<file path="config.mk">
export PLATFORM = sky130hd
export DESIGN_NAME = sysex_dump_check_unpack_top
export DESIGN_NICKNAME = d
export VERILOG_FILES = /design/src/sv/sdcu_pkg.sv /design/src/sv/sysex_dump_check_unpack_top.sv /design/src/sv/sdcu_front.sv /design/src/sv/sdcu_queue.sv /design/src/sv/sdcu_back.sv
export VERILOG_INCLUDE_DIRS = /design/src /design/src/sv
export SDC_FILE = /design/constraint.sdc
export NUM_CORES = 1
export LEC_CHECK = 0
export ABC_CLOCK_PERIOD_IN_PS = 6810
export BUFFER_PORTS_ARGS = -buffer_cell sky130_fd_sc_hd__buf_2
export CORE_ASPECT_RATIO = 0.8
export CORE_MARGIN = 4
export CORE_UTILIZATION = 50
export DETAILED_ROUTE_END_ITERATION = 7
export HOLD_SLACK_MARGIN = 0.06
export PLACE_DENSITY = 0.68
export SKIP_LAST_GASP = 1
export SYNTH_ARGS = -nofsm -noshare
export SYNTH_HDL_FRONTEND = slang
export SYNTH_SLANG_ARGS = --single-unit
</file>
<file path="constraint.sdc">
create_clock -name clk -period 6.81 [get_ports clk]
set_input_delay 0 -clock clk [delete_from_list [all_inputs] [get_ports clk]]
set_output_delay 0 -clock clk [all_outputs]
set_load 0.05 [all_outputs]
</file>
<file path="src/sv/sysex_dump_check_unpack_top_macros.svh">
// ---------------------------------------------------------------------------
// assertion macros for the sysex dump checker
// immediate-consequence and next-cycle property forms on clk and rst_n
// ---------------------------------------------------------------------------
`ifndef SYSEX_DUMP_CHECK_UNPACK_TOP_MACROS_SVH
`define SYSEX_DUMP_CHECK_UNPACK_TOP_MACROS_SVH

// consequence holds in the same cycle as the antecedent
`define SDCU_ASSERT_SAME(lbl, ante, cons, msg) \
  lbl: assert property (@(posedge clk) disable iff (!rst_n) (ante) |-> (cons)) \
    else $error(msg);

// consequence holds in the cycle after the antecedent
`define SDCU_ASSERT_NEXT(lbl, ante, cons, msg) \
  lbl: assert property (@(posedge clk) disable iff (!rst_n) (ante) |=> (cons)) \
    else $error(msg);

`endif

</file>
<file path="src/sv/sdcu_pkg.sv">
// ---------------------------------------------------------------------------
// sdcu_pkg
// types, codes and helpers shared by the sysex dump checker modules
// ---------------------------------------------------------------------------
`default_nettype none

package sdcu_pkg;

  // one input request
  typedef struct packed {
    logic [7:0] data_byte;
    logic       end_of_message;
  } sdcu_in_t;

  // one result request
  typedef struct packed {
    logic [7:0]  out_value;
    logic [6:0]  repeat_count;
    logic        is_status;
    logic [2:0]  status_code;
    logic [6:0]  slot_byte;
    logic [15:0] decoded_total;
  } sdcu_out_t;

  // configuration registers
  typedef struct packed {
    logic [6:0] product_id;
    logic [6:0] command_code;
    logic       unpack_enable;
  } sdcu_cfg_t;

  // classified byte handed from front to back
  typedef struct packed {
    logic [7:0]  data;
    logic        eom;
    logic        hdr_err;
    logic        pos_ge1;
    logic        pos_is9;
    logic        sum_en;
    logic        dec_en;
    logic        n_ge13;
    logic        n_lt10;
    logic [15:0] nm10;
  } sdcu_qent_t;

  // status codes
  localparam logic [2:0] ST_OK       = 3'd0;
  localparam logic [2:0] ST_HEADER   = 3'd1;
  localparam logic [2:0] ST_HIGH_BIT = 3'd2;
  localparam logic [2:0] ST_CHECKSUM = 3'd3;
  localparam logic [2:0] ST_LENGTH   = 3'd4;
  localparam logic [2:0] ST_BAD_RUN  = 3'd5;
  localparam logic [2:0] ST_OVERFLOW = 3'd6;

  // register indexes
  localparam logic [1:0] REG_PRODUCT_ID    = 2'd0;
  localparam logic [1:0] REG_COMMAND_CODE  = 2'd1;
  localparam logic [1:0] REG_UNPACK_ENABLE = 2'd2;

  // fixed message bytes
  localparam logic [7:0] SOX_BYTE   = 8'hf0;
  localparam logic [7:0] MAN_ID1    = 8'h20;
  localparam logic [7:0] MAN_ID2    = 8'h3c;
  localparam logic [7:0] EOX_BYTE   = 8'hf7;
  localparam logic [6:0] RESET_PRODUCT = 7'd2;
  localparam logic [6:0] RESET_COMMAND = 7'd82;

  // hand-off queue
  localparam int Q_DEPTH = 4;
  localparam int Q_PTR_W = 2;

  // lowest nonzero code wins
  function automatic logic [2:0] merge_err(input logic [2:0] cur, input logic [2:0] add);
    if (cur == ST_OK || (add != ST_OK && add < cur)) begin
      return add;
    end
    return cur;
  endfunction

endpackage

`default_nettype wire

</file>
<file path="src/sv/sysex_dump_check_unpack_top.sv">
// ---------------------------------------------------------------------------
// sysex_dump_check_unpack_top
// system-exclusive dump checker with 7-bit unpack and run-length decode
// ---------------------------------------------------------------------------
// usage:
//   bytes of a dump are pushed on in_data while in_full is low; the byte with
//   end_of_message set is the trailer. results come out like a queue: while
//   out_empty is low, out_data holds the oldest result, taken with out_pop.
//   decoded requests are tentative; the status request after each trailer
//   gives the message verdict, slot byte and decoded total.
// flow:
//   one byte per cycle while in_full is low. results are registered on out_data
//   from the queue head of the completing byte; decoded values trail
//   their raw byte by four positions through the trailer delay line.
// stalls:
//   a four-entry queue sits between the classifying front end and the decode
//   back end; while out_data waits, the back end still runs bytes that make
//   no result, and in_full rises only once that queue has filled.
// reset:
//   rst_n low clears the queue, the message state and the result valid flag,
//   and loads the registers with their defaults. the user must write registers
//   over the APB-style port only while no message is in flight; unenforced.
// ---------------------------------------------------------------------------
`default_nettype none

module sysex_dump_check_unpack_top #(
  parameter int MAX_DECODED = 4096
) (
  input  wire                  clk,
  input  wire                  rst_n,
  // byte input
  input  wire                  in_push,
  input  sdcu_pkg::sdcu_in_t   in_data,
  output logic                 in_full,
  // result output
  output logic                 out_empty,
  output sdcu_pkg::sdcu_out_t  out_data,
  input  wire                  out_pop,
  // configuration
  input  wire                  psel,
  input  wire                  penable,
  input  wire                  pwrite,
  input  wire  [3:0]           paddr,
  input  wire  [31:0]          pwdata,
  output logic [31:0]          prdata,
  output logic                 pready
);
  import sdcu_pkg::*;

  sdcu_cfg_t  cfg_r;
  sdcu_qent_t entry, head;
  logic       q_full, head_valid, head_pop, out_valid, accept, cfg_wr;

  // register file
  assign pready = 1'b1;
  assign cfg_wr = psel && penable && pwrite && pready;

  always_ff @(posedge clk) begin
    if (!rst_n) begin
      cfg_r.product_id    <= RESET_PRODUCT;
      cfg_r.command_code  <= RESET_COMMAND;
      cfg_r.unpack_enable <= 1'b0;
    end else if (cfg_wr) begin
      case (paddr[3:2])
        REG_PRODUCT_ID:    cfg_r.product_id    <= pwdata[6:0];
        REG_COMMAND_CODE:  cfg_r.command_code  <= pwdata[6:0];
        REG_UNPACK_ENABLE: cfg_r.unpack_enable <= pwdata[0];
        default: ;
      endcase
    end
  end

  // register read
  always_comb begin
    case (paddr[3:2])
      REG_PRODUCT_ID:    prdata = {25'b0, cfg_r.product_id};
      REG_COMMAND_CODE:  prdata = {25'b0, cfg_r.command_code};
      REG_UNPACK_ENABLE: prdata = {31'b0, cfg_r.unpack_enable};
      default:           prdata = '0;
    endcase
  end

  // input request handshake
  assign accept    = in_push && !q_full;
  assign in_full   = q_full;
  assign out_empty = !out_valid;

  sdcu_front u_front (
    .clk     (clk),
    .rst_n   (rst_n),
    .accept  (accept),
    .in_data (in_data),
    .cfg     (cfg_r),
    .entry   (entry)
  );

  sdcu_queue u_queue (
    .clk        (clk),
    .rst_n      (rst_n),
    .push       (accept),
    .push_data  (entry),
    .full       (q_full),
    .pop        (head_pop),
    .head_valid (head_valid),
    .head       (head)
  );

  sdcu_back #(
    .MAX_DECODED (MAX_DECODED)
  ) u_back (
    .clk        (clk),
    .rst_n      (rst_n),
    .cfg        (cfg_r),
    .head_valid (head_valid),
    .head       (head),
    .head_pop   (head_pop),
    .out_valid  (out_valid),
    .out_item   (out_data),
    .out_pop    (out_pop)
  );

endmodule

`default_nettype wire

</file>
<file path="src/sv/sdcu_front.sv">
// ---------------------------------------------------------------------------
// sdcu_front
// tracks the byte position and classifies each accepted byte for the back end
// ---------------------------------------------------------------------------
`default_nettype none

module sdcu_front (
  input  wire                  clk,
  input  wire                  rst_n,
  input  wire                  accept,
  input  sdcu_pkg::sdcu_in_t   in_data,
  input  sdcu_pkg::sdcu_cfg_t  cfg,
  output sdcu_pkg::sdcu_qent_t entry
);
  import sdcu_pkg::*;

  logic [15:0] pos_r, pos_nxt;
  logic [7:0]  expect_byte;

  // expected header byte by position
  always_comb begin
    case (pos_r[2:0])
      3'd0:    expect_byte = SOX_BYTE;
      3'd2:    expect_byte = MAN_ID1;
      3'd3:    expect_byte = MAN_ID2;
      3'd4:    expect_byte = {1'b0, cfg.product_id};
      3'd6:    expect_byte = {1'b0, cfg.command_code};
      default: expect_byte = 8'h00;
    endcase
  end

  // classification flags
  always_comb begin
    entry.data    = in_data.data_byte;
    entry.eom     = in_data.end_of_message;
    entry.hdr_err = (pos_r < 16'd7) && (in_data.data_byte != expect_byte);
    entry.pos_ge1 = (pos_r >= 16'd1);
    entry.pos_is9 = (pos_r == 16'd9);
    entry.sum_en  = (pos_r >= 16'd13);
    entry.dec_en  = (pos_r >= 16'd14);
    entry.n_ge13  = (pos_r >= 16'd12);
    entry.n_lt10  = (pos_r < 16'd9);
    entry.nm10    = pos_r - 16'd9;
  end

  // saturating position, cleared at the end of each message
  always_comb begin
    pos_nxt = pos_r;
    if (accept) begin
      if (in_data.end_of_message) begin
        pos_nxt = '0;
      end else if (pos_r != 16'hffff) begin
        pos_nxt = pos_r + 16'd1;
      end
    end
  end

  always_ff @(posedge clk) begin
    if (!rst_n) begin
      pos_r <= '0;
    end else begin
      pos_r <= pos_nxt;
    end
  end

endmodule

`default_nettype wire

</file>
<file path="src/sv/sdcu_queue.sv">
// ---------------------------------------------------------------------------
// sdcu_queue
// short first-in first-out queue between the front and back ends
// ---------------------------------------------------------------------------
`default_nettype none

module sdcu_queue (
  input  wire                  clk,
  input  wire                  rst_n,
  input  wire                  push,
  input  sdcu_pkg::sdcu_qent_t push_data,
  output logic                 full,
  input  wire                  pop,
  output logic                 head_valid,
  output sdcu_pkg::sdcu_qent_t head
);
  import sdcu_pkg::*;

  sdcu_qent_t         mem_r [Q_DEPTH];
  logic [Q_PTR_W-1:0] wp_r, wp_nxt, rp_r, rp_nxt;
  logic [Q_PTR_W:0]   cnt_r, cnt_nxt;
  logic               do_push, do_pop;

  assign full       = (cnt_r == (Q_PTR_W+1)'(Q_DEPTH));
  assign head_valid = (cnt_r != '0);
  assign head       = mem_r[rp_r];
  assign do_push    = push && !full;
  assign do_pop     = pop && head_valid;

  // pointer and count update
  always_comb begin
    wp_nxt  = do_push ? wp_r + 1'b1 : wp_r;
    rp_nxt  = do_pop ? rp_r + 1'b1 : rp_r;
    cnt_nxt = cnt_r;
    if (do_push && !do_pop) begin
      cnt_nxt = cnt_r + 1'b1;
    end else if (do_pop && !do_push) begin
      cnt_nxt = cnt_r - 1'b1;
    end
  end

  always_ff @(posedge clk) begin
    if (!rst_n) begin
      wp_r  <= '0;
      rp_r  <= '0;
      cnt_r <= '0;
    end else begin
      wp_r  <= wp_nxt;
      rp_r  <= rp_nxt;
      cnt_r <= cnt_nxt;
    end
  end

  // entry storage
  always_ff @(posedge clk) begin
    if (do_push) begin
      mem_r[wp_r] <= push_data;
    end
  end

endmodule

`default_nettype wire

</file>
<file path="src/sv/sdcu_back.sv">
// ---------------------------------------------------------------------------
// sdcu_back
// delay line, checksum, error tracking, 7-bit unpack and run-length decode
// ---------------------------------------------------------------------------
`default_nettype none

module sdcu_back #(
  parameter int MAX_DECODED = 4096
) (
  input  wire                  clk,
  input  wire                  rst_n,
  input  sdcu_pkg::sdcu_cfg_t  cfg,
  input  wire                  head_valid,
  input  sdcu_pkg::sdcu_qent_t head,
  output logic                 head_pop,
  output logic                 out_valid,
  output sdcu_pkg::sdcu_out_t  out_item,
  input  wire                  out_pop
);
  import sdcu_pkg::*;

  `include "sysex_dump_check_unpack_top_macros.svh"

  localparam logic [16:0] MaxDec = 17'(MAX_DECODED);

  logic [7:0]  td_r [4];
  logic [7:0]  td_nxt [4];
  logic [13:0] sum_r, sum_nxt;
  logic [2:0]  err_r, err_nxt;
  logic [2:0]  gbi_r, gbi_nxt;
  logic [6:0]  hb_r, hb_nxt;
  logic [6:0]  pr_r, pr_nxt;
  logic [15:0] oc_r, oc_nxt;
  logic [6:0]  slot_r, slot_nxt;
  logic        out_v_r, out_v_nxt;
  sdcu_out_t   out_r;

  logic        emit, fire, out_free;
  sdcu_out_t   item;
  logic [6:0]  x;
  logic [7:0]  v;
  logic [14:0] sum_field, len_field;
  logic [16:0] run_total, lit_total;
  logic [2:0]  code;

  assign x         = td_r[0][6:0];
  assign v         = {hb_r[3'd7 - gbi_r], x};
  assign sum_field = {td_r[0], 7'b0} | {7'b0, td_r[1]};
  assign len_field = {td_r[2], 7'b0} | {7'b0, td_r[3]};
  assign run_total = {1'b0, oc_r} + {10'b0, pr_r};
  assign lit_total = {1'b0, oc_r} + 17'd1;

  // per-byte update of the message state
  always_comb begin
    td_nxt   = td_r;
    sum_nxt  = sum_r;
    err_nxt  = err_r;
    gbi_nxt  = gbi_r;
    hb_nxt   = hb_r;
    pr_nxt   = pr_r;
    oc_nxt   = oc_r;
    slot_nxt = slot_r;
    emit     = 1'b0;
    item     = '0;
    code     = err_r;
    if (head.eom) begin
      // trailer: final checks and status request
      if (!head.n_ge13 || head.data != EOX_BYTE) begin
        code = merge_err(code, ST_HEADER);
      end
      if (sum_field != {1'b0, sum_r}) begin
        code = merge_err(code, ST_CHECKSUM);
      end
      if (head.n_lt10 || {1'b0, len_field} != head.nm10) begin
        code = merge_err(code, ST_LENGTH);
      end
      if (pr_r != '0) begin
        code = merge_err(code, ST_BAD_RUN);
      end
      emit               = 1'b1;
      item.is_status     = 1'b1;
      item.status_code   = code;
      item.slot_byte     = slot_r;
      item.decoded_total = oc_r;
      td_nxt   = '{default: '0};
      sum_nxt  = '0;
      err_nxt  = '0;
      gbi_nxt  = '0;
      hb_nxt   = '0;
      pr_nxt   = '0;
      oc_nxt   = '0;
      slot_nxt = '0;
    end else begin
      // header and 7-bit checks
      if (head.hdr_err) begin
        err_nxt = merge_err(err_nxt, ST_HEADER);
      end
      if (head.pos_ge1 && head.data[7]) begin
        err_nxt = merge_err(err_nxt, ST_HIGH_BIT);
      end
      if (head.pos_is9) begin
        slot_nxt = head.data[6:0];
      end
      // checksum over the byte leaving the delay line
      if (head.sum_en) begin
        sum_nxt = sum_r + {6'b0, td_r[0]};
      end
      // unpack and run-length decode
      if (head.dec_en && cfg.unpack_enable && err_nxt == ST_OK) begin
        if (gbi_r == '0) begin
          hb_nxt  = x;
          gbi_nxt = 3'd1;
        end else begin
          gbi_nxt = (gbi_r == 3'd7) ? 3'd0 : gbi_r + 3'd1;
          if (pr_r != '0) begin
            pr_nxt = '0;
            if (run_total > MaxDec) begin
              err_nxt = merge_err(err_nxt, ST_OVERFLOW);
            end else begin
              oc_nxt = run_total[16] ? 16'hffff : run_total[15:0];
              emit   = 1'b1;
              item.out_value    = v;
              item.repeat_count = pr_r;
            end
          end else if (v[7]) begin
            if (v[6:0] == '0) begin
              err_nxt = merge_err(err_nxt, ST_BAD_RUN);
            end else begin
              pr_nxt = v[6:0];
            end
          end else begin
            oc_nxt = lit_total[16] ? 16'hffff : lit_total[15:0];
            emit   = 1'b1;
            item.out_value    = v;
            item.repeat_count = 7'd1;
          end
        end
      end
      item.slot_byte     = slot_nxt;
      item.decoded_total = oc_nxt;
      // delay line shift
      td_nxt[0] = td_r[1];
      td_nxt[1] = td_r[2];
      td_nxt[2] = td_r[3];
      td_nxt[3] = head.data;
    end
  end

  // advance when the result slot can take what this byte produces
  assign out_free  = !out_v_r || out_pop;
  assign fire      = head_valid && (!emit || out_free);
  assign head_pop  = fire;
  assign out_valid = out_v_r;
  assign out_item  = out_r;

  always_comb begin
    out_v_nxt = out_v_r;
    if (fire && emit) begin
      out_v_nxt = 1'b1;
    end else if (out_pop) begin
      out_v_nxt = 1'b0;
    end
  end

  // message state
  always_ff @(posedge clk) begin
    if (!rst_n) begin
      td_r    <= '{default: '0};
      sum_r   <= '0;
      err_r   <= '0;
      gbi_r   <= '0;
      hb_r    <= '0;
      pr_r    <= '0;
      oc_r    <= '0;
      slot_r  <= '0;
      out_v_r <= 1'b0;
    end else begin
      out_v_r <= out_v_nxt;
      if (fire) begin
        td_r   <= td_nxt;
        sum_r  <= sum_nxt;
        err_r  <= err_nxt;
        gbi_r  <= gbi_nxt;
        hb_r   <= hb_nxt;
        pr_r   <= pr_nxt;
        oc_r   <= oc_nxt;
        slot_r <= slot_nxt;
      end
    end
  end

  // result register
  always_ff @(posedge clk) begin
    if (fire && emit) begin
      out_r <= item;
    end
  end

  // checks
  `SDCU_ASSERT_NEXT(a_result_holds, out_v_r && !out_pop, out_v_r && $stable(out_r), "result changed while waiting")
  `SDCU_ASSERT_SAME(a_decoded_fields, out_v_r && !out_r.is_status, out_r.repeat_count != '0 && out_r.status_code == ST_OK, "decoded request with bad count or code")
  `SDCU_ASSERT_NEXT(a_clear_after_status, fire && head.eom, gbi_r == '0 && pr_r == '0 && oc_r == '0 && err_r == ST_OK, "message state not cleared after trailer")

endmodule

`default_nettype wire
</file>
* Word level (Yosys, flattened, before mapping) *
Memories as Yosys holds them, arrays and structs flattened. A register that Yosys moved wholly into a read port is not among the register bits.
Index checks and enable logic that the tools add are counted.

word-level totals
  bits in registers = 170
  RAM bits = 128
  input bits = 52
  output and inout port bits = 77
  word-level logic and storage cells = 243
  memories = 1

memories
  memory         depth  width  read ports  clocked after Yosys merged registers in  write ports  line              text
  u_queue.mem_r  4      32     1           1                                        1            sdcu_queue.sv:19  sdcu_qent_t mem_r [Q_DEPTH];

cells by class
  $add $sub $neg = 11
  magnitude comparators = 15
  eq/ne operators = 16
  multiplexer cells = 114
  bitwise gates (word level) = 3
  reductions and logical operators = 58

operator list
  cell                                                                number
  two-way mux 16 bit                                                  10
  two-way mux 3 bit                                                   39
  two-way mux 7 bit                                                   11
  greater-or-equal comparator 16 x 4 -> 1 bit, second input constant  3
  two-way mux 14 bit                                                  3
  two-way mux 1 bit                                                   41
  one-hot mux 8 bit (5 select lines)                                  1
  two-way mux 32 bit                                                  1
  two-way mux 15 bit                                                  2
  bitwise OR 15 x 8 -> 15 bit                                         2
  zero test 3 bit                                                     8
  two-way mux 23 bit                                                  1
  one-hot mux 7 bit (3 select lines)                                  1
  adder 16 x 1 -> 17 bit, second input constant                       1
  adder 16 x 7 -> 17 bit                                              1
  greater-than comparator 17 x 13 -> 1 bit, second input constant     1
  adder 16 x 1 -> 16 bit, second input constant                       1
  == test 16 x 4 -> 1 bit, second input constant                      1
  greater-or-equal comparator 16 x 1 -> 1 bit, second input constant  1
  < comparator 16 x 3 -> 1 bit, second input constant                 1
  < comparator 16 x 4 -> 1 bit, second input constant                 1
  inequality test 15 x 16 -> 1 bit                                    1
  inequality test 16 bit, second input constant                       1
  subtractor 16 x 4 -> 16 bit, second input constant                  1
  34 further kinds                                                    83

* Depth between registers and ports, before layout *
Gate-level depths: netlist (run 1).

  depth after elaboration = 32
  depth in mapped cells = 17
  mapped depth without buffers = 16

* By module *
From an unflattened synthesis (run 1), not the netlist that was laid out.

unflattened totals
  cells, all modules = 1389
  area, all modules = 15169.5 um2

modules (own cells, without submodules)
  module                       instances  cells each  area each (um2)  seq. area each (um2)
  sdcu_back                    1          857         7518.5           3062.9
  sdcu_queue                   1          215         5148.7           4023.9
  sdcu_front                   1          208         1570.3           320.3
  sysex_dump_check_unpack_top  1          109         932.1            300.3

* Least setup slack after synthesis (run 1) *
No wires, ideal clock.

  kind = register to register
  start = reg u_back.oc_r[0]
  end = reg u_back.out_r, in the netlist u_back.out_item[0] (enable)
  setup time = 0.455 ns
  data arrival time = 4.749 ns
  data required time = 6.355 ns
  setup slack = 1.605 ns
  stages on the path, launching flop included = 12
  buffers on the path = 1
  clock period less this slack = 5.205 ns
  cell sequence = dfxtp_1 > ha_1 > fa_1 > a211oi_2 > o21ai_1 > xor2_1 > nor4b_2 > o2111ai_2 > a21oi_1 > clkbuf_1 > o21ai_0 > a21oi_1

between the ends
  word-level cells in the longest chain between the ends = 11

ends and longest elaborated chain
  element                                       line              text
  start, declared                               sdcu_back.sv:33   logic [15:0] oc_r, oc_nxt;
  start signal, assigned                        sdcu_back.sv:186  oc_r <= oc_nxt;
  adder 16 x 7 -> 17 bit (*)                    sdcu_back.sv:50   assign run_total = {1'b0, oc_r} + {10'b0, pr_r};
  greater-than comparator 17 x 13 -> 1 bit (*)  sdcu_back.sv:117  if (run_total > MaxDec) begin
  two-way mux 1 bit (*)                         sdcu_back.sv:117
  two-way mux 1 bit (*)                         sdcu_back.sv:115  if (pr_r != '0) begin
  two-way mux 1 bit (*)                         sdcu_back.sv:110  if (gbi_r == '0) begin
  two-way mux 1 bit (*)                         sdcu_back.sv:109  if (head.dec_en && cfg.unpack_enable && err_nxt == ST_OK) begin
  two-way mux 1 bit (*)                         sdcu_back.sv:66   if (head.eom) begin
  zero test 1 bit                               sdcu_back.sv:151  assign fire = head_valid && (!emit || out_free);
  logical OR 1 bit                              sdcu_back.sv:151
  logical AND 1 bit                             sdcu_back.sv:151
  logical AND 1 bit (*)                         sdcu_back.sv:194  if (fire && emit) begin
  end signal, assigned                          sdcu_back.sv:195  out_r <= item;
  end, declared                                 sdcu_back.sv:36   sdcu_out_t out_r;

Every way passes the cells marked *; elsewhere a longest branch is shown, timed or not.
A chain may end at the register's enable or synchronous reset.

==> results.json, run 1 <==
{
  "worst_pin_slew_ns": 1.26,
  "dieArea_um2": 32200,
  "io_buffers": 75,
  "hold_path.class": "input pin to flop",
  "io_pins": 129,
  "final_cells": 1828,
  "seq_area_frac_synth": 0.525,
  "overflow": 0,
  "grt_max_degree": 69,
  "yosys_warnings": 0,
  "gp_congestion": 0.936,
  "start_kind": "flop",
  "cts_inserted_buffers": 29,
  "area_growth_syn_to_layout_pct": 12.3,
  "tns_ns": 0,
  "peakVddDrop_uv": 229,
  "drv_cap": 0,
  "final_antenna_net_count": 0,
  "antenna_cells": 0,
  "worstHoldPathCells": 6,
  "avgRoutedWirePerCell_um": 18.6,
  "grt_util_all_layers": 0.208,
  "syn_area_um2": 14700,
  "drv_slew": 0,
  "worstPathRequired_ns": 7.28,
  "met2_usage": 0.308,
  "status": "finished clean",
  "period_needed_ns": 4.83,
  "final_cell_area_um2": 16500,
  "crit_type": "flop to flop",
  "ys_seq_elements": 300,
  "synth_edf_count": 170,
  "synthCells": 1371,
  "cts_resized": 0,
  "rrSetupSlack_ns": 1.98,
  "crit_arrival_ns": 5.29,
  "worst_hold_path.endpoint": "cfg_r[9]",
  "crit_path_end_kind": "flop",
  "coreArea_um2": 28600,
  "grt_pass1_wl_um": 54400,
  "rsz0062_at_grt": "no",
  "routed_wirelength_um": 34100,
  "synth.distinct_cells": 82,
  "row_count": 55,
  "finClkSkew_ns": 0.00963,
  "dominantRegCellSynth": "edfxtp_1",
  "htree_levels": 1,
  "async_flop_share": 0,
  "nets": 1521,
  "place_area_um2": 15200,
  "finalPower_mw": 5.75,
  "post-route-util": 0.576,
  "drtIter0Drc": 1048,
  "drive_gt1_frac": 0.141,
  "busiest_layer": "met1",
  "most-common-layout-cells": "nand2_1, edfxtp_1, dfxtp_1",
  "antenna_found_initial": 0,
  "cts_tree": "done",
  "fp.dieH_um": 161,
  "avgSynthCellArea_um2": 10.7,
  "final_common_cell": "nand2_1",
  "setup_viol": 0,
  "cts_root_buf": "clkbuf_16",
  "hpwl_um": 22600,
  "gr-usage-met3": 0.0275,
  "start_util": 0.513,
  "placed_cells": 1749,
  "cts.sinks": 300,
  "p_leak_nw": 5.93,
  "fmax_ghz": 0.207,
  "post_cts_buffers": 0,
  "dr_total_vias": 10500,
  "drc": 0,
  "die_w_um": 200,
  "routed_via_density": 5.77,
  "r2r_end": "u_queue.cnt_r[2]",
  "clockBufferDepth": 3,
  "fin_crit_sh": 0.709,
  "clkLatencyLatePin_ns": 0.54,
  "timing.slew.headroom": 0.139,
  "path_clk_slew_ns": 0.06,
  "pwr_density_cell_nw_per_um2": 349,
  "use_met1": 0.332,
  "hold_viol_final": 0,
  "r2r_cells": 13,
  "ctsHoldBuffers": 26,
  "drt_pass1_iterations": 5,
  "cp_max_fo": 55,
  "grt_pass1_vias": 9847,
  "hp-start": "penable"
}
-- cells by family after synthesis --
| family | synth area share |
|---|---|
| AOI/OAI and AO/OA | 0.111 |
| xor gates and xnor gates | 0.0447 |
| adders and majority gates | 0.0296 |
| buffers and inverters | 0.0460 |
| DFF | 0.525 |
| muxes | 0.0885 |
| other | 0.000511 |
| and+or+nand+nor | 0.155 |
-- stage by stage --
stage	hold WS, ns	setup slack, ns
2_1_floorplan	0.0989	1.61
3_3_place_gp	0.235	2.06
3_5_place_dp	0.239	2.04
4_1_cts	0.0872	2.03
5_1_grt	0.133	1.67
6_report	0.116	1.98
-- where the power goes --
part	total [mW]	internal, mW	switching (mW)
logic	1.74	0.479	1.27
clock network	1.70	1.03	0.669
registers	2.31	2.19	0.123
-- worst max path at each step --
stage                               endpoint  slack, ns  depth (start not counted)
after floorplan           u_back.out_item[0]       1.61                         11
after global placement      u_queue.cnt_r[2]       2.06                         13
after detailed placement    u_queue.cnt_r[2]       2.04                         13
after CTS                   u_queue.cnt_r[2]       2.03                         13
after global routing        u_queue.cnt_r[2]       1.67                         13
final                       u_queue.cnt_r[2]       1.98                         13
-- state kept, by name, summed over array words and instances, names as in the netlist, 7 cells and up, named ones only --
register	flops
u_back.out_item	42
u_queue.mem_r	128
u_back.pr_r	7
u_back.oc_r	16
cfg_r	15
u_front.pos_r	16
u_back.slot_r	7
u_back.sum_r	14
u_back.hb_r	7
u_back.td_r	32
-- Yosys cell counts, types with 11 or more instances --
master	n	area, µm²
buf_2	16	80.1
mux2i_1	50	500
clkbuf_1	53	199
buf_4	30	225
a21o_1	14	105
nand2b_1	11	68.8
nand4_1	36	225
xnor2_1	34	298
mux4_2	30	676
and2_1	19	119
nand2_1	186	698
a21oi_1	79	395
mux2_2	11	124
nor3_1	32	160
o21ai_0	47	235
ha_1	30	375
and3_1	16	100
a31oi_1	18	113
edfxtp_1	170	5100
nor4_1	16	100
inv_1	28	105
dfxtp_1	130	2600
xor2_1	41	359
nand3_1	24	120
nor2_1	105	394
-- cell type report --
class / count / area, µm²
timing repair buffer: 120 / 778
sequential: 300 / 7710
clock buffer: 40 / 820
clock inverter: 13 / 196
multi-input combinational: 956 / 6410
tap: 370 / 463
inverter: 29 / 114
fill: 2340 / 12100
-- per-layer routing --
metal,routed length [µm],share of wire,vias to the layer above
li1,-,-,5086
met1,16600,0.49,5132
met2,15200,0.45,294
met3,1830,0.054,29
met4,381,0.011,0
met5,0,0,-
-- critical path, stage by stage, from the launching register on --
cell	delay, ns
dfxtp_1	0.74
buf_4	0.34
mux4_2	0.41
a21oi_2	0.21
nand3_1	0.61
o31ai_2	0.64
nor2_4	0.09
clkinv_4	0.37
ha_1	0.26
inv_1	0.06
fa_1	0.37
xor2_1	0.18
or3_1	0.30
a21oi_1	0.13
Note: power is estimated with default switching activity, not from simulation.
==> run 2, diff against run 1 <==
--- a/config.mk
+++ b/config.mk
@@ -6,7 +6,7 @@
 export SDC_FILE = /design/constraint.sdc
 export NUM_CORES = 1
 export LEC_CHECK = 0
-export ABC_CLOCK_PERIOD_IN_PS = 6810
+export ABC_CLOCK_PERIOD_IN_PS = 4500
 export BUFFER_PORTS_ARGS = -buffer_cell sky130_fd_sc_hd__buf_2
 export CORE_ASPECT_RATIO = 0.8
 export CORE_MARGIN = 4
==> constraint.sdc (replaced) <==
create_clock -name clk -period 4.5 [get_ports clk]
set_input_delay 0 -clock clk [delete_from_list [all_inputs] [get_ports clk]]
set_output_delay 0 -clock clk [all_outputs]
set_load 0.05 [all_outputs]
==> results.json, run 2 (synthesis gave the netlist of run 1 again) <==
{
  "finalPower_mw": 8.66,
  "drv_slew": 0,
  "nets": 1539,
  "final_common_cell": "nand2_1",
  "status": "finished clean",
  "htree_levels": 1,
  "start_kind": "flop",
  "row_count": 55,
  "hold_path.class": "input pin to flop",
  "crit_slowest_cell": "a2111oi_4",
  "cp_top_family": "adder cells",
  "path_clk_slew_ns": 0.06,
  "crit_arrival_ns": 4.75,
  "rr_startpoint": "u_back.oc_r[0]",
  "tns_ns": 0,
  "hpwl_um": 23400,
  "io_pins": 129,
  "gp_congestion": 0.942,
  "drtIter0Drc": 975,
  "most-common-layout-cells": "nand2_1, edfxtp_1, dfxtp_1",
  "fin_crit_sh": 0.949,
  "cts_tree": "done",
  "grt_max_degree": 58,
  "hp-start": "penable",
  "grt_util_all_layers": 0.209,
  "routed_via_density": 5.80,
  "finClkSkew_ns": 0.0113,
  "final_antenna_net_count": 0,
  "cts_inserted_buffers": 30,
  "setup_viol": 0,
  "antenna_cells": 0,
  "drc": 0,
  "crit_path_end_kind": "flop",
  "coreArea_um2": 28600,
  "pwr_density_cell_nw_per_um2": 521,
  "routed_wirelength_um": 34600,
  "io_buffers": 75,
  "worst_pin_slew_ns": 0.998,
  "crit_start": "u_back.oc_r[0]",
  "dr_total_vias": 10700,
  "area_growth_syn_to_layout_pct": 13.0,
  "worstPathCellList": "ha_1, fa_2, xor2_1, nor4b_1, mux2i_1, nor4b_2, o2111ai_2, a2111oi_4, nor2_4, clkinv_4, ha_1, inv_1, fa_1, xor2_1, or3_1, a21oi_1",
  "antenna_found_initial": 0,
  "cts_root_buf": "clkbuf_16",
  "clkLatencyLatePin_ns": 0.55,
  "slowest_delay_ns": 0.47,
  "fmax_ghz": 0.234,
  "largest_register_ffs": 128,
  "crit_type": "flop to flop",
  "start_util": 0.513,
  "drv_cap": 0,
  "grt_pass1_wl_um": 54700,
  "worstPathRequired_ns": 4.98,
  "p_leak_nw": 6.00,
  "drt_pass1_iterations": 5,
  "top_register": "u_queue.mem_r",
  "cts.sinks": 300,
  "hold_viol_final": 0,
  "avgRoutedWirePerCell_um": 18.7,
  "overflow": 0,
  "peakVddDrop_uv": 349,
  "drive_gt1_frac": 0.155,
  "post-route-util": 0.580,
  "timing.slew.headroom": 0.318,
  "crit_buf_inv": 2,
  "clockBufferDepth": 3,
  "cp_max_fo": 7,
  "grt_pass1_vias": 9992,
  "holdWs_ns": 0.104,
  "period_needed_ns": 4.27,
  "die_w_um": 200,
  "fp.dieH_um": 161,
  "dieArea_um2": 32200
}
-- run 2: changes by cell type in the layout (fill, tap and decap cells not counted) --
cell           change
buf_4             +18
bufinv_16          -2
clkbuf_1           -2
clkbuf_16          +1
clkbuf_2           -1
clkbuf_8           -1
clkinv_1           +1
clkinv_2           +4
clkinvlp_4         +1
dlygate4sd3_1      -1
fa_1               -1
fa_2               +1
inv_4              +2
-- run 2: report_power, final --
group,total (mW),internal [mW],switching [mW],leakage (nW)
Combinational,2.66,0.742,1.91,3.00
Sequential,3.49,3.31,0.185,2.51
Clock,2.51,1.46,1.05,0.498
Total,8.66,5.51,3.15,6.00
-- run 2: through the flow --
step	cell area (µm²)	worst slack [ns]	cells
after global placement	15300	0.306	1765
after CTS	16600	0.205	1846
after global routing	16600	-0.0561	1848
final	16600	0.229	1848
after detailed placement	15300	0.263	1765
after floorplan	14800	0.209	1395
-- run 2: worst paths after layout --
path                                         end  slack, ns  cells past startpoint
worst max-delay path            u_queue.cnt_r[2]       0.23                     16
worst min-delay path                    cfg_r[7]       0.10                      6
worst max register to register  u_queue.cnt_r[2]       0.23                     16
worst min register to register  u_back.slot_r[5]       0.45                      2
-- run 2: repair_timing --
action,4_1_cts,5_1_grt
endpoints found under the setup margin,0,1
hold buffers,25,0
hold endpoints to repair,56,0
gates resized for setup,0,1
setup buffers,0,2
-- run 2: area by class of cell --
class / count / area (µm²)
Inverter: 29 / 114
Sequential cell: 300 / 7710
Timing Repair Buffer: 137 / 903
Clock buffer: 37 / 818
Clock inverter: 19 / 180
Tap cell: 370 / 463
Fill cell: 2382 / 12000
Multi-Input combinational cell: 956 / 6420
-- run 2: worst register-to-register path, delay by kind of cell (launching register included) --
kind                     cells  cell delay, ns
AO/OA/AOI/OAI                3            0.86
buffers and inverters        2            0.14
flip-flops                   1            0.37
adder cells (fa/ha/maj)      4            1.24
AND/OR/NAND/NOR              4            1.01
XOR/XNOR                     2            0.40
multiplexers                 1            0.17
-- run 2: metal layers --
metal,up-vias,wire [µm],track usage
li1,5123,-,-
met1,5188,16200,0.323
met2,363,15200,0.315
met3,43,2620,0.0346
met4,0,594,0.0383
met5,-,0,0
==> run 3, diff against run 2 <==
--- a/config.mk
+++ b/config.mk
@@ -6,14 +6,14 @@
 export SDC_FILE = /design/constraint.sdc
 export NUM_CORES = 1
 export LEC_CHECK = 0
-export ABC_CLOCK_PERIOD_IN_PS = 4500
+export ABC_CLOCK_PERIOD_IN_PS = 3800
 export BUFFER_PORTS_ARGS = -buffer_cell sky130_fd_sc_hd__buf_2
 export CORE_ASPECT_RATIO = 0.8
 export CORE_MARGIN = 4
-export CORE_UTILIZATION = 50
+export CORE_UTILIZATION = 46
 export DETAILED_ROUTE_END_ITERATION = 7
 export HOLD_SLACK_MARGIN = 0.06
-export PLACE_DENSITY = 0.68
+export PLACE_DENSITY = 0.66
 export SKIP_LAST_GASP = 1
 export SYNTH_ARGS = -nofsm -noshare
 export SYNTH_HDL_FRONTEND = slang
==> constraint.sdc (replaced) <==
create_clock -name clk -period 3.8 [get_ports clk]
set_input_delay 0 -clock clk [delete_from_list [all_inputs] [get_ports clk]]
set_output_delay 0 -clock clk [all_outputs]
set_load 0.05 [all_outputs]
==> results.json, run 3 (synthesis gave the netlist of run 1 again) <==
{
  "clkLatencyLatePin_ns": 0.55,
  "peakVddDrop_uv": 408,
  "drc": 0,
  "rsz0062_at_grt": "yes",
  "fp.dieH_um": 168,
  "finClkSkew_ns": 0.0126,
  "largest_register_ffs": 128,
  "die_w_um": 208,
  "cp_max_fo": 3,
  "drtIter0Drc": 815,
  "clockBufferDepth": 3,
  "worst_hold_path.endpoint": "cfg_r[9]",
  "crit_type": "flop to flop",
  "dp_slack_ns": -0.156,
  "crit_slowest_cell": "fa_2",
  "grt_util_all_layers": 0.198,
  "routed_via_density": 5.63,
  "routed_wirelength_um": 35300,
  "drive_gt1_frac": 0.174,
  "pwr_density_cell_nw_per_um2": 621,
  "drt_pass1_iterations": 5,
  "final_antenna_net_count": 0,
  "setup_viol": 1,
  "fmax_ghz": 0.262,
  "path_clk_slew_ns": 0.07,
  "cts_root_buf": "clkbuf_16",
  "worst_slack_ns": -0.0203,
  "antenna_found_initial": 0,
  "switching_share": 0.358,
  "dieArea_um2": 34900,
  "dr_total_vias": 10800,
  "p_switching_mw": 3.77,
  "drv_cap": 0,
  "internal_power_mw": 6.77,
  "io_buffers": 75,
  "gp_congestion": 0.886,
  "nets": 1560,
  "pwr-share-comb": 0.313,
  "start_kind": "flop",
  "n_fill_cell": 2685,
  "most-common-layout-cells": "nand2_1, edfxtp_1, dfxtp_1",
  "timing.slew.headroom": 0.417,
  "holdWs_ns": 0.0893,
  "worstPathRequired_ns": 4.28,
  "pwr-share-clk": 0.300,
  "post-route-util": 0.539,
  "crit_path_end_kind": "flop",
  "p_leak_nw": 6.14,
  "rrSetupSlack_ns": -0.02,
  "violations": "negative setup slack",
  "slowest_delay_ns": 0.43,
  "htree_levels": 1,
  "rr_startpoint": "u_back.oc_r[0]",
  "worst_pin_slew_ns": 0.867,
  "ff_latch_area_um2": 7710,
  "grt_pass1_vias": 10600,
  "hold_path.class": "input pin to flop",
  "top_register": "u_queue.mem_r",
  "hp-start": "psel",
  "crit_buf_inv": 2,
  "antenna_cells": 0,
  "row_count": 58,
  "final_common_cell": "nand2_1",
  "drv_slew": 0,
  "cts_inserted_buffers": 30,
  "avgRoutedWirePerCell_um": 18.4,
  "area_growth_syn_to_layout_pct": 15.5,
  "cts.sinks": 300,
  "start_util": 0.466,
  "multi_input_area_um2": 6480,
  "period_needed_ns": 3.82,
  "coreArea_um2": 31500,
  "r2r_end": "u_queue.cnt_r[2]",
  "crit_arrival_ns": 4.30,
  "io_pins": 129,
  "fin_crit_sh": 1.01,
  "worstPathCellList": "ha_4, fa_2, xor2_2, nor4b_2, mux2i_1, nor4b_2, o2111ai_2, a2111oi_4, nor2_4, clkinv_4, ha_4, inv_2, fa_2, xor2_1, or3_1, a21oi_2",
  "worstHoldPathCells": 6,
  "hold_viol_final": 0,
  "seq_power_share": 0.387,
  "grt_pass1_wl_um": 57400,
  "cp_top_family": "adder cells",
  "cts_tree": "done",
  "grt_max_degree": 58,
  "place_area_um2": 15600,
  "final_cell_area_um2": 17000,
  "hpwl_um": 24000,
  "status": "finished with violations",
  "overflow": 0,
  "r2r_cells": 16
}
run 3: cell types whose count changed in the layout (fill, tap and decap cells not counted), sizes merged:
| cell | previous run | this run |
|---|---|---|
| buf | 112 | 136 |
| bufinv | 3 | 6 |
| clkbuf | 37 | 40 |
| clkinv | 13 | 8 |
| clkinvlp | 2 | 1 |
| dlygate4sd3 | 25 | 22 |
run 3: repair_timing:
item | 4_1_cts | 5_1_grt
hold buffers | 22 | 0
endpoints found under the hold margin | 61 | 0
gates resized for setup | 3 | 6
setup buffers | 1 | 1
pin swaps | 7 | 1
endpoints found under the setup margin | 1 | 83
run 3: worst max path at each step:
stage / start / end / slack [ns] / depth (start not counted)
finish: u_back.oc_r[0] / u_queue.cnt_r[2] / -0.02 / 16
global placement: u_back.oc_r[0] / u_queue.cnt_r[2] / 0.002 / 16
floorplan: u_back.oc_r[0] / u_queue.cnt_r[2] / -0.07 / 17
global route: u_back.pr_r[0] / u_queue.cnt_r[2] / -0.20 / 16
detailed placement: u_back.pr_r[0] / u_queue.cnt_r[2] / -0.16 / 16
CTS: u_back.oc_r[0] / u_queue.cnt_r[2] / -0.09 / 16
run 3: through the flow:
step	cells	TNS (ns)	power, mW
global route	1919	-0.213	11.0
CTS	1918	-0.0861	10.6
detailed placement	1839	-0.156	7.40
global placement	1839	0	7.34
floorplan	1395	-0.0652	6.62
finish	1919	-0.0203	10.5
run 3: layout make-up:
type                            instances  area share
Timing Repair Buffer                  158      0.0633
Sequential cell                       300       0.455
Clock buffer                           40      0.0485
Clock inverter                         16      0.0137
Inverter                               29     0.00671
Tap cell                              420      0.0310
Multi-Input combinational cell        956       0.382
run 3: metal layers:
metal	vias to the layer above	GRT usage	routed length [µm]
met1	5272	0.298	16700
met3	59	0.0360	2280
li1	5153	-	-
met4	0	0.0385	663
met2	328	0.306	15700
met5	-	0	0
run 3: power groups by stage:
stage | combinational [mW] | sequential [mW] | clock, mW
3_3_place_gp | 3.20 | 4.14 | 0
5_1_grt | 3.53 | 4.13 | 3.37
4_1_cts | 3.29 | 4.09 | 3.22
3_5_place_dp | 3.25 | 4.15 | 0
6_report | 3.29 | 4.08 | 3.16
2_1_floorplan | 1.87 | 4.75 | 0
run 3: worst min-delay path: cells and delay by family:
kind | cells | cell delay (ns)
buf+inv | 2 | 0.27
simple gates | 3 | 0.21
mux | 1 | 0.12
